`src/hw/rtl/sjiscsv_pkg.sv`:
```
// Package with the types and constants of the Shift-JIS CSV field splitter.
package sjiscsv_pkg;

    localparam logic [7:0] LEAD_LOW_A  = 8'h80;
    localparam logic [7:0] LEAD_HIGH_A = 8'h9F;
    localparam logic [7:0] LEAD_LOW_B  = 8'hE0;
    localparam logic [7:0] LEAD_HIGH_B = 8'hFF;
    localparam logic [7:0] CHAR_COMMA  = 8'h2C;
    localparam logic [7:0] CHAR_QUOTE  = 8'h22;
    localparam logic [7:0] CHAR_BSLASH = 8'h5C;
    localparam logic [7:0] CHAR_TAB    = 8'h09;
    localparam logic [7:0] CHAR_SPACE  = 8'h20;
    localparam logic [7:0] WIDE_LEAD   = 8'h81;
    localparam logic [7:0] WIDE_SPACE  = 8'h40;

    localparam int QUEUE_DEPTH = 3;

    typedef enum logic [1:0] {
        PH_BLANK,
        PH_CONTENT,
        PH_QUOTED,
        PH_AFTER
    } phase_t;

    typedef struct packed {
        logic [7:0] in_byte;
        logic       record_last;
    } in_item_t;

    typedef struct packed {
        logic [7:0] out_byte;
        logic       keep;
        logic       restart;
        logic       field_end;
        logic       record_end;
        logic       run_last;
    } out_item_t;

    typedef struct packed {
        logic [1:0] count;
        out_item_t  first;
        out_item_t  second;
    } scan_out_t;

endpackage

```
`src/hw/rtl/scfs_scanner.sv`:
```
// Byte classifier and field state registers of the field splitter.
module scfs_scanner
(
    input  logic                   clk,
    input  logic                   rst_n,
    input  logic                   accept,
    input  sjiscsv_pkg::in_item_t  item,
    output sjiscsv_pkg::scan_out_t scan
);

    sjiscsv_pkg::phase_t phase_reg;
    sjiscsv_pkg::phase_t phase_next;
    logic                quote_reg;
    logic                quote_next;
    logic                literal_reg;
    logic                literal_next;
    logic                held_reg;
    logic                held_next;

    logic       [7:0] b;
    logic             last;
    logic             keep;
    logic             rst;
    logic             fend;
    logic             none;
    logic             extra;
    logic             is_lead;
    sjiscsv_pkg::out_item_t main_item;

    always_ff @(posedge clk or negedge rst_n)
    begin
        if (!rst_n)
        begin
            phase_reg   <= sjiscsv_pkg::PH_BLANK;
            quote_reg   <= 1'b0;
            literal_reg <= 1'b0;
            held_reg    <= 1'b0;
        end
        else if (accept)
        begin
            phase_reg   <= phase_next;
            quote_reg   <= quote_next;
            literal_reg <= literal_next;
            held_reg    <= held_next;
        end
    end

    always_comb
    begin
        b            = item.in_byte;
        last         = item.record_last;
        keep         = 1'b0;
        rst          = 1'b0;
        fend         = last;
        none         = 1'b0;
        extra        = 1'b0;
        phase_next   = phase_reg;
        quote_next   = quote_reg;
        literal_next = literal_reg;
        held_next    = held_reg;
        is_lead      = ((b >= sjiscsv_pkg::LEAD_LOW_A) && (b <= sjiscsv_pkg::LEAD_HIGH_A))
                    || ((b >= sjiscsv_pkg::LEAD_LOW_B) && (b <= sjiscsv_pkg::LEAD_HIGH_B));

        if (held_reg)
        begin
            held_next = 1'b0;
            if (b != sjiscsv_pkg::WIDE_SPACE)
            begin
                extra      = 1'b1;
                keep       = 1'b1;
                phase_next = sjiscsv_pkg::PH_CONTENT;
            end
        end
        else if (literal_reg)
        begin
            literal_next = 1'b0;
            keep = (phase_reg == sjiscsv_pkg::PH_CONTENT) || (phase_reg == sjiscsv_pkg::PH_QUOTED);
        end
        else if (is_lead || (b == sjiscsv_pkg::CHAR_BSLASH))
        begin
            if ((phase_reg == sjiscsv_pkg::PH_BLANK) && (b == sjiscsv_pkg::WIDE_LEAD) && !last)
            begin
                held_next = 1'b1;
                none      = 1'b1;
            end
            else
            begin
                if (phase_reg == sjiscsv_pkg::PH_BLANK)
                begin
                    phase_next = sjiscsv_pkg::PH_CONTENT;
                end
                keep = (phase_next == sjiscsv_pkg::PH_CONTENT)
                    || (phase_next == sjiscsv_pkg::PH_QUOTED);
                literal_next = 1'b1;
            end
        end
        else if ((b == sjiscsv_pkg::CHAR_COMMA) && !quote_reg)
        begin
            fend       = 1'b1;
            phase_next = sjiscsv_pkg::PH_BLANK;
        end
        else if (b == sjiscsv_pkg::CHAR_QUOTE)
        begin
            quote_next = !quote_reg;
            if ((phase_reg == sjiscsv_pkg::PH_BLANK) || (phase_reg == sjiscsv_pkg::PH_CONTENT))
            begin
                rst        = 1'b1;
                phase_next = sjiscsv_pkg::PH_QUOTED;
            end
            else if (phase_reg == sjiscsv_pkg::PH_QUOTED)
            begin
                phase_next = sjiscsv_pkg::PH_AFTER;
            end
        end
        else if ((phase_reg == sjiscsv_pkg::PH_BLANK)
              && ((b == sjiscsv_pkg::CHAR_SPACE) || (b == sjiscsv_pkg::CHAR_TAB)))
        begin
            keep = 1'b0;
        end
        else
        begin
            if (phase_reg == sjiscsv_pkg::PH_BLANK)
            begin
                phase_next = sjiscsv_pkg::PH_CONTENT;
            end
            keep = (phase_next == sjiscsv_pkg::PH_CONTENT)
                || (phase_next == sjiscsv_pkg::PH_QUOTED);
        end

        if (last)
        begin
            phase_next   = sjiscsv_pkg::PH_BLANK;
            quote_next   = 1'b0;
            literal_next = 1'b0;
            held_next    = 1'b0;
        end

        main_item.out_byte   = b;
        main_item.keep       = keep;
        main_item.restart    = rst;
        main_item.field_end  = fend;
        main_item.record_end = last;
        main_item.run_last   = 1'b1;

        scan.second = main_item;
        if (none)
        begin
            scan.count = 2'd0;
            scan.first = main_item;
        end
        else if (extra)
        begin
            scan.count            = 2'd2;
            scan.first.out_byte   = sjiscsv_pkg::WIDE_LEAD;
            scan.first.keep       = 1'b1;
            scan.first.restart    = 1'b0;
            scan.first.field_end  = 1'b0;
            scan.first.record_end = 1'b0;
            scan.first.run_last   = 1'b0;
        end
        else
        begin
            scan.count = 2'd1;
            scan.first = main_item;
        end
    end

endmodule

```
`src/hw/rtl/scfs_result_queue.sv`:
```
// Three-entry shifting result queue that drives the result channel.
module scfs_result_queue
(
    input  logic                   clk,
    input  logic                   rst_n,
    input  logic                   push,
    input  sjiscsv_pkg::scan_out_t scan,
    output logic                   space,
    output logic                   result_valid,
    input  logic                   result_ready,
    output sjiscsv_pkg::out_item_t result
);

    sjiscsv_pkg::out_item_t q_reg  [sjiscsv_pkg::QUEUE_DEPTH];
    sjiscsv_pkg::out_item_t q_next [sjiscsv_pkg::QUEUE_DEPTH];
    logic [1:0] count_reg;
    logic [1:0] count_next;
    logic [1:0] count_pop;
    logic [1:0] push_n;
    logic       pop;

    assign result_valid = (count_reg != 2'd0);
    assign result       = q_reg[0];
    assign space        = (count_reg <= 2'd1);
    assign pop          = result_valid && result_ready;

    always_comb
    begin
        q_next    = q_reg;
        count_pop = count_reg - {1'b0, pop};
        push_n    = push ? scan.count : 2'd0;
        if (pop)
        begin
            for (int i = 0; i < sjiscsv_pkg::QUEUE_DEPTH - 1; i++)
            begin
                q_next[i] = q_reg[i + 1];
            end
        end
        for (int i = 0; i < sjiscsv_pkg::QUEUE_DEPTH; i++)
        begin
            if ((push_n != 2'd0) && (2'(i) == count_pop))
            begin
                q_next[i] = scan.first;
            end
            if ((push_n == 2'd2) && (2'(i) == count_pop + 2'd1))
            begin
                q_next[i] = scan.second;
            end
        end
        count_next = count_pop + push_n;
    end

    always_ff @(posedge clk or negedge rst_n)
    begin
        if (!rst_n)
        begin
            count_reg <= 2'd0;
        end
        else
        begin
            count_reg <= count_next;
        end
    end

    always_ff @(posedge clk)
    begin
        q_reg <= q_next;
    end

endmodule

```
`src/hw/rtl/sjis_csv_field_splitter.sv`:
```
// Top level of the Shift-JIS CSV field splitter.
//
//  channel   direction  handshake                    payload
//  item      in         item_valid / item_ready      sjiscsv_pkg::in_item_t
//  result    out        result_valid / result_ready  sjiscsv_pkg::out_item_t
//
// One byte transaction is accepted per cycle while item_ready is high; its
// results are registered in the result queue. A held 0x81 lead followed by a
// non-space byte yields two results, both pushed together into the three-entry queue.
// Input is accepted while the queue holds at most one result, so a stalled
// result side stops input once two or three results wait.
// Reset clears the field state and empties the queue.
module sjis_csv_field_splitter
(
    input  logic                   clk,
    input  logic                   rst_n,
    input  logic                   item_valid,
    output logic                   item_ready,
    input  sjiscsv_pkg::in_item_t  item,
    output logic                   result_valid,
    input  logic                   result_ready,
    output sjiscsv_pkg::out_item_t result
);

    sjiscsv_pkg::scan_out_t scan;
    logic                   accept;

    assign accept = item_valid && item_ready;

    scfs_scanner u_scanner
    (
        .clk    (clk),
        .rst_n  (rst_n),
        .accept (accept),
        .item   (item),
        .scan   (scan)
    );

    scfs_result_queue u_queue
    (
        .clk          (clk),
        .rst_n        (rst_n),
        .push         (accept),
        .scan         (scan),
        .space        (item_ready),
        .result_valid (result_valid),
        .result_ready (result_ready),
        .result       (result)
    );

endmodule

```
`config.mk`:
```
export PLATFORM = sky130hd
export DESIGN_NAME = sjis_csv_field_splitter
export DESIGN_NICKNAME = d
export VERILOG_FILES = /design/src/hw/rtl/sjiscsv_pkg.sv /design/src/hw/rtl/scfs_scanner.sv /design/src/hw/rtl/scfs_result_queue.sv /design/src/hw/rtl/sjis_csv_field_splitter.sv
export SDC_FILE = /design/constraint.sdc
export NUM_CORES = 1
export LEC_CHECK = 0
export BUFFER_PORTS_ARGS = -buffer_cell sky130_fd_sc_hd__buf_2
export CAP_MARGIN = 20
export CORE_UTILIZATION = 40
export DETAILED_ROUTE_END_ITERATION = 16
export SLEW_MARGIN = 20
export SYNTH_ARGS = -nofsm -noshare
export SYNTH_HDL_FRONTEND = slang
export SYNTH_SLANG_ARGS = --single-unit
```
`constraint.sdc`:
```
create_clock -name clk -period 4.7 [get_ports clk]
set_input_delay 0.94 -clock clk [delete_from_list [all_inputs] [get_ports clk]]
set_output_delay 0.94 -clock clk [all_outputs]
set_load 0.02 [all_outputs]
```
==> results of run 1 <==
-- routing by layer --
layer,up-vias,GRT usage,wire length (um)
met2,53,0.250,2440
li1,932,-,-
met3,10,0.0338,217
met1,883,0.220,2460
met5,-,0,0
met4,0,0.0627,91
-- placed cells by master, fill, tap and decap left out, types with 2 or more instances in the layout --
cell / instances
dfrtp_1: 7
nand4_1: 4
nand2_1: 14
inv_1: 11
o211ai_1: 3
nor4_1: 2
o21a_1: 2
edfxtp_1: 36
o22ai_1: 2
buf_4: 3
mux2i_1: 2
o21ai_1: 2
a211oi_1: 3
xor2_1: 2
nor2_1: 21
dfxtp_1: 3
a31oi_1: 3
a22o_1: 7
clkbuf_8: 5
or2_2: 3
a2bb2oi_1: 2
nor2b_1: 8
o21ai_0: 9
ha_1: 7
a22o_2: 5
a21oi_1: 13
nand3_1: 9
nor4bb_1: 2
nor3_1: 6
nor3b_1: 3
buf_2: 27
and2_1: 6
-- area by class of cell --
| class | instances | area share |
|---|---|---|
| Tap cell | 77 | 0.0342 |
| Timing Repair Buffer | 30 | 0.0559 |
| Clock buffer | 5 | 0.0244 |
| Multi-Input combinational cell | 166 | 0.394 |
| Inverter | 12 | 0.0160 |
| Sequential cell | 46 | 0.467 |
| Clock inverter | 3 | 0.00887 |
-- kinds of logic (layout without fill, tap and decap cells) --
| group | count (synthesis) | count (layout) | synth area share |
|---|---|---|---|
| AOI/OAI and AO/OA | 62 | 62 | 0.173 |
| xor gates and xnor gates | 3 | 3 | 0.00998 |
| adders and majority gates | 7 | 7 | 0.0333 |
| buffers and inverters | 39 | 50 | 0.0779 |
| DFF | 46 | 46 | 0.500 |
| muxes | 4 | 4 | 0.0176 |
| and+or+nand+nor | 90 | 90 | 0.188 |
-- cell usage after synthesis (2+ instances only) --
library cell  count  area share
o211ai_1          3      0.0086
nor4bb_1          2      0.0076
a21oi_1          13       0.025
mux2i_1           2      0.0076
o21a_1            2      0.0057
edfxtp_1         36        0.41
nand3_1           9       0.017
nor3_1            6       0.011
or2_2             3      0.0071
and2_1            6       0.014
nand4_1           4      0.0095
buf_1             2      0.0029
o21ai_0          10       0.019
ha_1              7       0.033
a2bb2oi_1         2      0.0067
nor4_1            2      0.0048
a22o_2            5       0.019
buf_4            15       0.043
dfrtp_1           7       0.067
inv_1            11       0.016
nand2_1          14       0.020
a22o_1            7       0.023
nor2b_1           8       0.019
xor2_1            2      0.0067
o22ai_1           2      0.0048
a211oi_1          3      0.0086
buf_2             2      0.0038
a31oi_1           3      0.0071
clkbuf_1          8       0.011
nor3b_1           3      0.0086
dfxtp_1           3       0.023
nor2_1           21       0.030
-- power breakdown --
group / total, mW / switching, mW / internal, mW
logic: 0.654 / 0.402 / 0.252
registers: 0.706 / 0.0584 / 0.647
clock network: 0.254 / 0.147 / 0.108
total: 1.61 / 0.607 / 1.01
-- how the worst max path moves through the flow --
stage | slack [ps] | endpoint | startpoint
2_1_floorplan | 1530 | u_queue.result[10] | item[5]
3_3_place_gp | 870 | u_queue.q_reg[22] | item[2]
3_5_place_dp | 760 | u_queue.q_reg[24] | item[2]
4_1_cts | 1090 | u_queue.q_reg[20] | item[2]
5_1_grt | 1030 | u_queue.q_reg[15] | item[6]
6_report | 1320 | u_queue.q_reg[20] | item[1]
-- critical path: stages --
cell	delay (ps)
buf_2	140
or4b_4	570
o41ai_4	600
a21oi_1	180
o21ai_1	410
nand2_1	470
==> impl_results.md, run 1 <==
- Clk root buf: clkbuf_8
- Die height: 83.1 um
- Worst EP required: 4640 ps
- Post-layout nets: 281
- Fin util: 0.444
- Worst R2R Start: u_scanner.phase_reg[1]
- RSZ-0062 raised after global routing: no
- FFs w/ async S/R, synth: 0.152
- Starting Density: 0.415
- Avg WL per Cell: 15.4 um
- Total global-route track usage: 0.161
- Post-synth EDFFs: 36
- Final Hold Slack: 452 ps
- DRC: 0
- PortBufs: 27
- Fin area: 0.00282 mm2
- Synth Instances: 251
- Final worst slack: 1320 ps
- Synth Flop Type: edfxtp_1
- Maxcap violations: 0
- Synthesis-stage register bit count: 46
- Clock-pin slew on the worst setup and hold paths: 90 ps
- Synth-to-layout area growth: 7.13%
- CTS tree: built
- Slew Limit Fails: 0
- Total chip power: 1.61 mW
- FP Rows: 29
- Worst-skew pair later-pin latency: 300 ps
- Worst vdd ir: 0.293 mV
- Register area: 0.00132 mm2
- Final global-route overflow total: 0
- Setup_tns: 0 ps
- WS Path Type: input port to flop
- Ports: 28
- Cell Area, Placed: 0.00273 mm2
- Worst-case clock buffer depth: 2
- Inserted Clock Buffers: 5
- Core Region: 0.00635 mm2
- Vias after detailed routing: 1,878
- Initial antenna violation count: 0
- Crit path launch type: input port
- Max-slew headroom: 0.493
- # setup viols final: 0
- Detail Route Antenna Nets: 0
- Die Footprint: 0.00691 mm2
- First-pass GRT wire length: 8910 um
- Largest register FFs: 26
- H-tree depth: 2
- Largest net degree at the start of global routing: 17
- Worst r2r dst: u_queue.q_reg[20]
- Post-Layout Cell Count: 339
- Final hold violations: 0
- Outcome: finished, final reports clean
- Mapped Area: 0.00263 mm2
- Worst R2R Setup Slack: 1580 ps
- CP Capture Type: flop
- Drt initial violations: 140
- Vias in the first global route: 1,803
- CTS resizes: 0
- Crit path max fanout: 12
- R2R depth: 7
- Vias per Instance: 5.54
- Minimum clock period: 3380 ps
- Detailed Place HPWL: 3970 um
- Pwr dens: 572 mW/mm2
- Post-synthesis sequential area ratio: 0.500
- Leak pwr: 1.09 nW
- Share of layout cells above drive strength 1: 0.214
- Area occupied by multi-input gates: 0.00111 mm2
- TritonRoute pass-1 iters: 4
- # clock sinks: 46
- Period utilization: 0.720
- Actual slew at the worst max-slew pin: 753 ps
- Worst hold path type: input port to async pin
- Chip Width: 83.1 um
- WP data arrival: 3330 ps
- Mapped Avg Cell Area: 10.5 um2
- DRT Wirelength: 5210 um
- Synthesis Warnings: 0
- Setup bufs post-CTS: 0
- Syn nets: 271
- Synth cell types: 60
- Max Clock Skew: 2.47 ps
- N_diodes: 0
- Fmax: 296 MHz
- GPL Wtd Cong: 0.924
- Fillcell total: 608
- Setup WS pre-CTS: 760 ps
- Hold buffers post-CTS: 0
- Placed insts: 331
Note: power is estimated with default switching activity, not from simulation.
==> inputs of run 2 (changes only) <==
Clock period 4.7 ns to 3.2 ns, I/O delays scaled along.
==> impl_results.md, run 2 (synthesis results as in run 1) <==
- Outcome: finished, final reports clean (unchanged)
- Critical-path cell list: or2_2 > nand2_1 > inv_1 > ha_1 > nand2b_2 > a21oi_1 > o21ai_0 > nand2_1 (was buf_2 > or4b_4 > o41ai_4 > a21oi_1 > o21ai_1 > nand2_1)
- Largest net degree at the start of global routing: 16 (was 17)
- Minimum clock period: 2680 ps
- Worst R2R Setup Slack: 520 ps (was 1580 ps)
- First-pass GRT wire length: 8830 um (was 8910 um)
- Maxcap violations: 0 (unchanged)
- H-tree depth: 2 (unchanged)
- Starting Density: 0.415 (unchanged)
- Setup_tns: 0 ps (unchanged)
- CTS tree: built (unchanged)
- Chip Width: 83.1 um (unchanged)
- Vias in the first global route: 1,740 (was 1,803)
- Final global-route overflow total: 0 (unchanged)
- Ports: 28 (unchanged)
- Max Clock Skew: 5.46 ps (was 2.47 ps)
- Worst R2R Start: u_queue.count_reg[1] (was u_scanner.phase_reg[1])
- # setup viols final: 0 (unchanged)
- Avg WL per Cell: 15.2 um (was 15.4 um)
- Crit path max fanout: 12 (unchanged)
- Worst EP required: 3140 ps (was 4640 ps)
- DRC: 0 (unchanged)
- FP Rows: 29 (unchanged)
- Post-layout nets: 290 (was 281)
- Leak pwr: 1.14 nW (was 1.09 nW)
- Most common cell on crit path: nand2_1
- CP Capture Type: flop (unchanged)
- Worst hold path type: input port to async pin (unchanged)
- CTS resizes: 0 (unchanged)
- Max-slew headroom: 0.634 (was 0.493)
- Largest delay contributor family on the critical path: simple AND/OR/NAND/NOR gates (was compound AO/OA/AOI/OAI gates)
- Crit path launch type: flop (was input port)
- Pwr dens: 826 mW/mm2 (was 572 mW/mm2)
- Clk root buf: clkbuf_8 (unchanged)
- Hold buffers post-CTS: 0 (unchanged)
- Final hold violations: 0 (unchanged)
- PortBufs: 27 (unchanged)
- Fin util: 0.454 (was 0.444)
- Slew Limit Fails: 0 (unchanged)
- Core Region: 0.00635 mm2 (unchanged)
- DRT Wirelength: 5300 um (was 5210 um)
- Total global-route track usage: 0.161 (about the same)
- Worst r2r dst: u_queue.q_reg[20] (unchanged)
- WS Path Type: flop to flop (was input port to flop)
- Critical-path cell with the highest stage delay: dfrtp_1 (was o41ai_4)
- Vias per Instance: 5.45 (was 5.54)
- # clock sinks: 46 (unchanged)
- Actual slew at the worst max-slew pin: 542 ps (was 753 ps)
- Die Footprint: 0.00691 mm2 (unchanged)
- Vias after detailed routing: 1,898 (was 1,878)
- Share of layout cells above drive strength 1: 0.240 (was 0.214)
- Worst vdd ir: 0.398 mV (was 0.293 mV)
- Clock-pin slew on the worst setup and hold paths: 80 ps (was 90 ps)
- Drt initial violations: 120 (was 140)
- Commonest non-fill, non-tap cell in the layout: edfxtp_1 (unchanged)
- Fmax: 373 MHz
- CP peak stage delay: 430 ps (was 600 ps)
- Detailed Place HPWL: 4110 um (was 3970 um)
- Largest register FFs: 26 (unchanged)
- Die height: 83.1 um (unchanged)
- Commonest non-fill, non-tap cells in the layout: edfxtp_1, buf_2, nor2_1, nand2_1, a21oi_1 (unchanged)
- R2R depth: 8 (was 7)
- WP buf/inv: 1 (unchanged)
- Setup bufs post-CTS: 0 (unchanged)
- RSZ-0062 raised after global routing: no (unchanged)
- Worst-skew pair later-pin latency: 300 ps (about the same)
- N_diodes: 0 (unchanged)
- Worst-case clock buffer depth: 2 (unchanged)
- Synth-to-layout area growth: 9.55% (was 7.13%)
- WP data arrival: 2620 ps (was 3330 ps)
- Inserted Clock Buffers: 5 (unchanged)
- Detail Route Antenna Nets: 0 (unchanged)
- GPL Wtd Cong: 0.827 (was 0.924)
- Initial antenna violation count: 0 (unchanged)
- TritonRoute pass-1 iters: 4 (unchanged)
- Period utilization: 0.838
## run 2: cell types whose count changed in the layout (fill, tap and decap cells not counted), sizes merged
cell | previous run | this run
clkinv | 2 | 3
inv | 12 | 11
buf | 30 | 39
## run 2: stage by stage
stage               hold WS (ps)  setup WS [ps]  std cells  cell area (um2)  total power [mW]
finish                       165            518        348             2880              2.38
global route                 156            299        348             2880              2.56
CTS                          160            503        348             2880              2.40
detailed placement           462            297        340             2790              2.05
global placement             455            348        340             2790              2.04
floorplan                    344            326        251             2630              1.88
## run 2: how the worst max path moves through the flow
stage,startpoint,to,cells past startpoint
2_1_floorplan,item[5],u_queue.result[10],7
3_3_place_gp,item[1],u_queue.result[8],7
3_5_place_dp,item[1],u_queue.result[8],7
4_1_cts,u_queue.count_reg[1],u_queue.q_reg[20],8
5_1_grt,u_queue.count_reg[1],u_queue.q_reg[6],8
6_report,u_queue.count_reg[1],u_queue.q_reg[20],8
## run 2: area by class of cell
| class | instances | area (um2) |
|---|---|---|
| clock buffer | 5 | 68.8 |
| tap | 77 | 96.3 |
| timing repair buffer | 39 | 225 |
| sequential | 46 | 1320 |
| fill | 589 | 3470 |
| clock inverter | 3 | 21.3 |
| inverter | 12 | 45.0 |
| multi-input combinational | 166 | 1110 |
## run 2: worst reg2reg max path: cells and delay by family, from the launching register on
family	cells	cell delay, ps
AND/OR/NAND/NOR	4	1210
adder cells (fa/ha/maj)	1	290
AO/OA/AOI/OAI	2	310
flip-flops	1	430
buffers and inverters	1	90
## run 2: report_power, final
part | total [mW] | switching (mW) | internal, mW
Sequential | 1.04 | 0.0856 | 0.951
Clock | 0.352 | 0.198 | 0.154
Combinational | 0.993 | 0.597 | 0.396
Total | 2.38 | 0.880 | 1.50
## run 2: layer usage
metal,track usage,up-vias,part of all wire
li1,-,949,-
met1,0.219,906,0.48
met2,0.262,38,0.48
met3,0.0298,5,0.032
met4,0.0470,0,0.0072
met5,0,-,0
==> inputs of run 3 (changes only) <==
Clock period 3.2 ns to 2.3 ns, I/O delays scaled along.
==> impl_results.md, run 3 (synthesis results as in run 1) <==
- Setup WS pre-CTS: -232 ps (was 297 ps)
- Maxcap violations: 0 (unchanged)
- Clock Power Share: 0.141 (was 0.148)
- GPL Wtd Cong: 0.853 (was 0.827)
- Psw: 1.37 mW (was 880 uW)
- Worst-case clock buffer depth: 2 (unchanged)
- Synth-to-layout area growth: 25.6% (was 9.55%)
- FP Rows: 29 (unchanged)
- DRC: 0 (unchanged)
- DRT Wirelength: 5860 um (was 5300 um)
- Inserted Clock Buffers: 5 (unchanged)
- CP Capture Type: flop (unchanged)
- Placed insts: 379 (was 340)
- Die Footprint: 0.00691 mm2 (unchanged)
- N_diodes: 0 (unchanged)
- Fmax: 451 MHz
- Met3 Use GR: 0.0308 (was 0.0298)
- Int Pwr: 2.36 mW (was 1.50 mW)
- Pwr dens: 1130 mW/mm2 (was 826 mW/mm2)
- # clock sinks: 46 (unchanged)
- Met1 usage: 0.240 (was 0.219)
- Initial antenna violation count: 0 (unchanged)
- WS Path Type: input port to flop (was flop to flop)
- Detailed Place HPWL: 4540 um (was 4110 um)
- CTS tree: built (unchanged)
- Chip Width: 83.1 um (unchanged)
- Fillcell total: 560 (was 589)
- Slew Limit Fails: 0 (unchanged)
- Max-slew headroom: 0.658 (was 0.634)
- # setup viols final: 0 (unchanged)
- Total global-route track usage: 0.175 (was 0.161)
- Clk root buf: clkbuf_8 (unchanged)
- PortBufs: 27 (unchanged)
- First-pass GRT wire length: 9690 um (was 8830 um)
- Worst hold path type: input port to flop (was input port to async pin)
- Post-Layout Cell Count: 390 (was 348)
- Register area: 0.00132 mm2 (unchanged)
- WP data arrival: 2380 ps (was 2620 ps)
- TritonRoute pass-1 iters: 4 (unchanged)
- Commonest non-fill, non-tap cells in the layout: buf_4, edfxtp_1, buf_2, nor2_1, a21oi_1 (was edfxtp_1, buf_2, nor2_1, nand2_1, a21oi_1)
- Largest net degree at the start of global routing: 17 (was 16)
- Minimum clock period: 2220 ps
- Starting Density: 0.415 (unchanged)
- Final hold violations: 0 (unchanged)
- Max Clock Skew: 12.1 ps (was 5.46 ps)
- Vias per Instance: 5.28 (was 5.45)
- Outcome: finished, final reports clean (unchanged)
- Share of layout cells above drive strength 1: 0.387 (was 0.240)
- Largest register FFs: 26 (unchanged)
- Leak pwr: 1.35 nW (was 1.14 nW)
- Die height: 83.1 um (unchanged)
- Sw Ratio: 0.368 (was 0.370)
- Final global-route overflow total: 0 (unchanged)
- Worst EP required: 2470 ps (was 3140 ps)
- Post-layout nets: 332 (was 290)
- Clock-pin slew on the worst setup and hold paths: 100 ps (was 80 ps)
- Final worst slack: 84.2 ps (was 518 ps)
- Area occupied by multi-input gates: 0.00121 mm2 (was 0.00111 mm2)
- Setup_tns: 0 ps (unchanged)
- Seq pwr share: 0.383 (was 0.435)
- H-tree depth: 2 (unchanged)
- Worst vdd ir: 0.608 mV (was 0.398 mV)
- Met2 Use GR: 0.284 (was 0.262)
- Ports: 28 (unchanged)
- Actual slew at the worst max-slew pin: 506 ps (was 542 ps)
- Vias in the first global route: 1,961 (was 1,740)
- Avg WL per Cell: 15.0 um (was 15.2 um)
- Crit path launch type: input port (was flop)
- Period utilization: 0.963
- Busiest layer in global routing: met2 (unchanged)
- Detail Route Antenna Nets: 0 (unchanged)
- Vias after detailed routing: 2,058 (was 1,898)
- Combinational Power Share: 0.476 (was 0.417)
- Core Region: 0.00635 mm2 (unchanged)
- Crit path max fanout: 3 (was 12)
- Worst-skew pair later-pin latency: 310 ps (was 300 ps)
- Commonest non-fill, non-tap cell in the layout: buf_4 (was edfxtp_1)
- Drt initial violations: 144 (was 120)
run 3: changes by cell type in the layout (fill, tap and decap cells not counted), sizes merged:
| cell | delta |
|---|---|
| buf | +41 |
| clkinv | -2 |
| clkinvlp | +1 |
| dlygate4sd3 | +1 |
| inv | +1 |
run 3: power by group through the flow:
stage,Clock [mW],Combinational (mW),Sequential (mW)
after global placement,0,1.66,1.43
after CTS,0.528,1.69,1.43
after floorplan,0,1.25,1.43
final,0.526,1.77,1.43
after global routing,0.568,1.94,1.45
after detailed placement,0,1.69,1.45
run 3: cell type report:
class,count,share of cell area
Timing Repair Buffer,81,0.165
Inverter,12,0.0136
Tap cell,77,0.0291
Clock buffer,5,0.0208
Multi-Input combinational cell,166,0.366
Sequential cell,46,0.398
Clock inverter,3,0.00719
run 3: final timing paths:
check / startpoint / to / slack (ps) / cells after the start
setup / recovery: item[6] / u_queue.q_reg[17] / 80 / 7
hold / removal: item_valid / u_queue.count_reg[1] / 470 / 3
setup reg to reg: u_queue.count_reg[0] / u_queue.q_reg[18] / 100 / 9
hold reg to reg: u_queue.q_reg[0] / u_queue.q_reg[0] / 480 / 1
max in group asynchronous: rst_n / u_scanner.phase_reg[1] / 1620 / 2
min in group asynchronous: rst_n / u_scanner.phase_reg[0] / 510 / 2
run 3: worst max-delay path, stage by stage:
cell and delay (ps):
buf_2 110, or4b_4 560, o32a_2 400, or4b_1 520
nand3_2 120, o31ai_1 70, a21oi_1 140
run 3: metal layers:
layer	vias to the layer above	wire (um)
met1	976	2790
met4	0	65
met5	-	0
met3	6	177
li1	1039	-
met2	37	2830
run 3: stage by stage:
stage	hold WS [ps]	utilization	power, mW	cell area, um2
2_1_floorplan	164	-	2.68	2700
3_3_place_gp	317	0.495	3.10	3150
3_5_place_dp	315	0.495	3.13	3150
4_1_cts	475	0.512	3.65	3250
5_1_grt	492	0.521	3.96	3310
6_report	474	0.521	3.73	3310
run 3: timing repair:
item / in CTS / in global routing
buffers inserted: 0 / 2
hold buffers: 1 / 0
setup endpoints to repair: 0 / 40
gates resized for setup: 0 / 9
hold endpoints to repair: 7 / 0
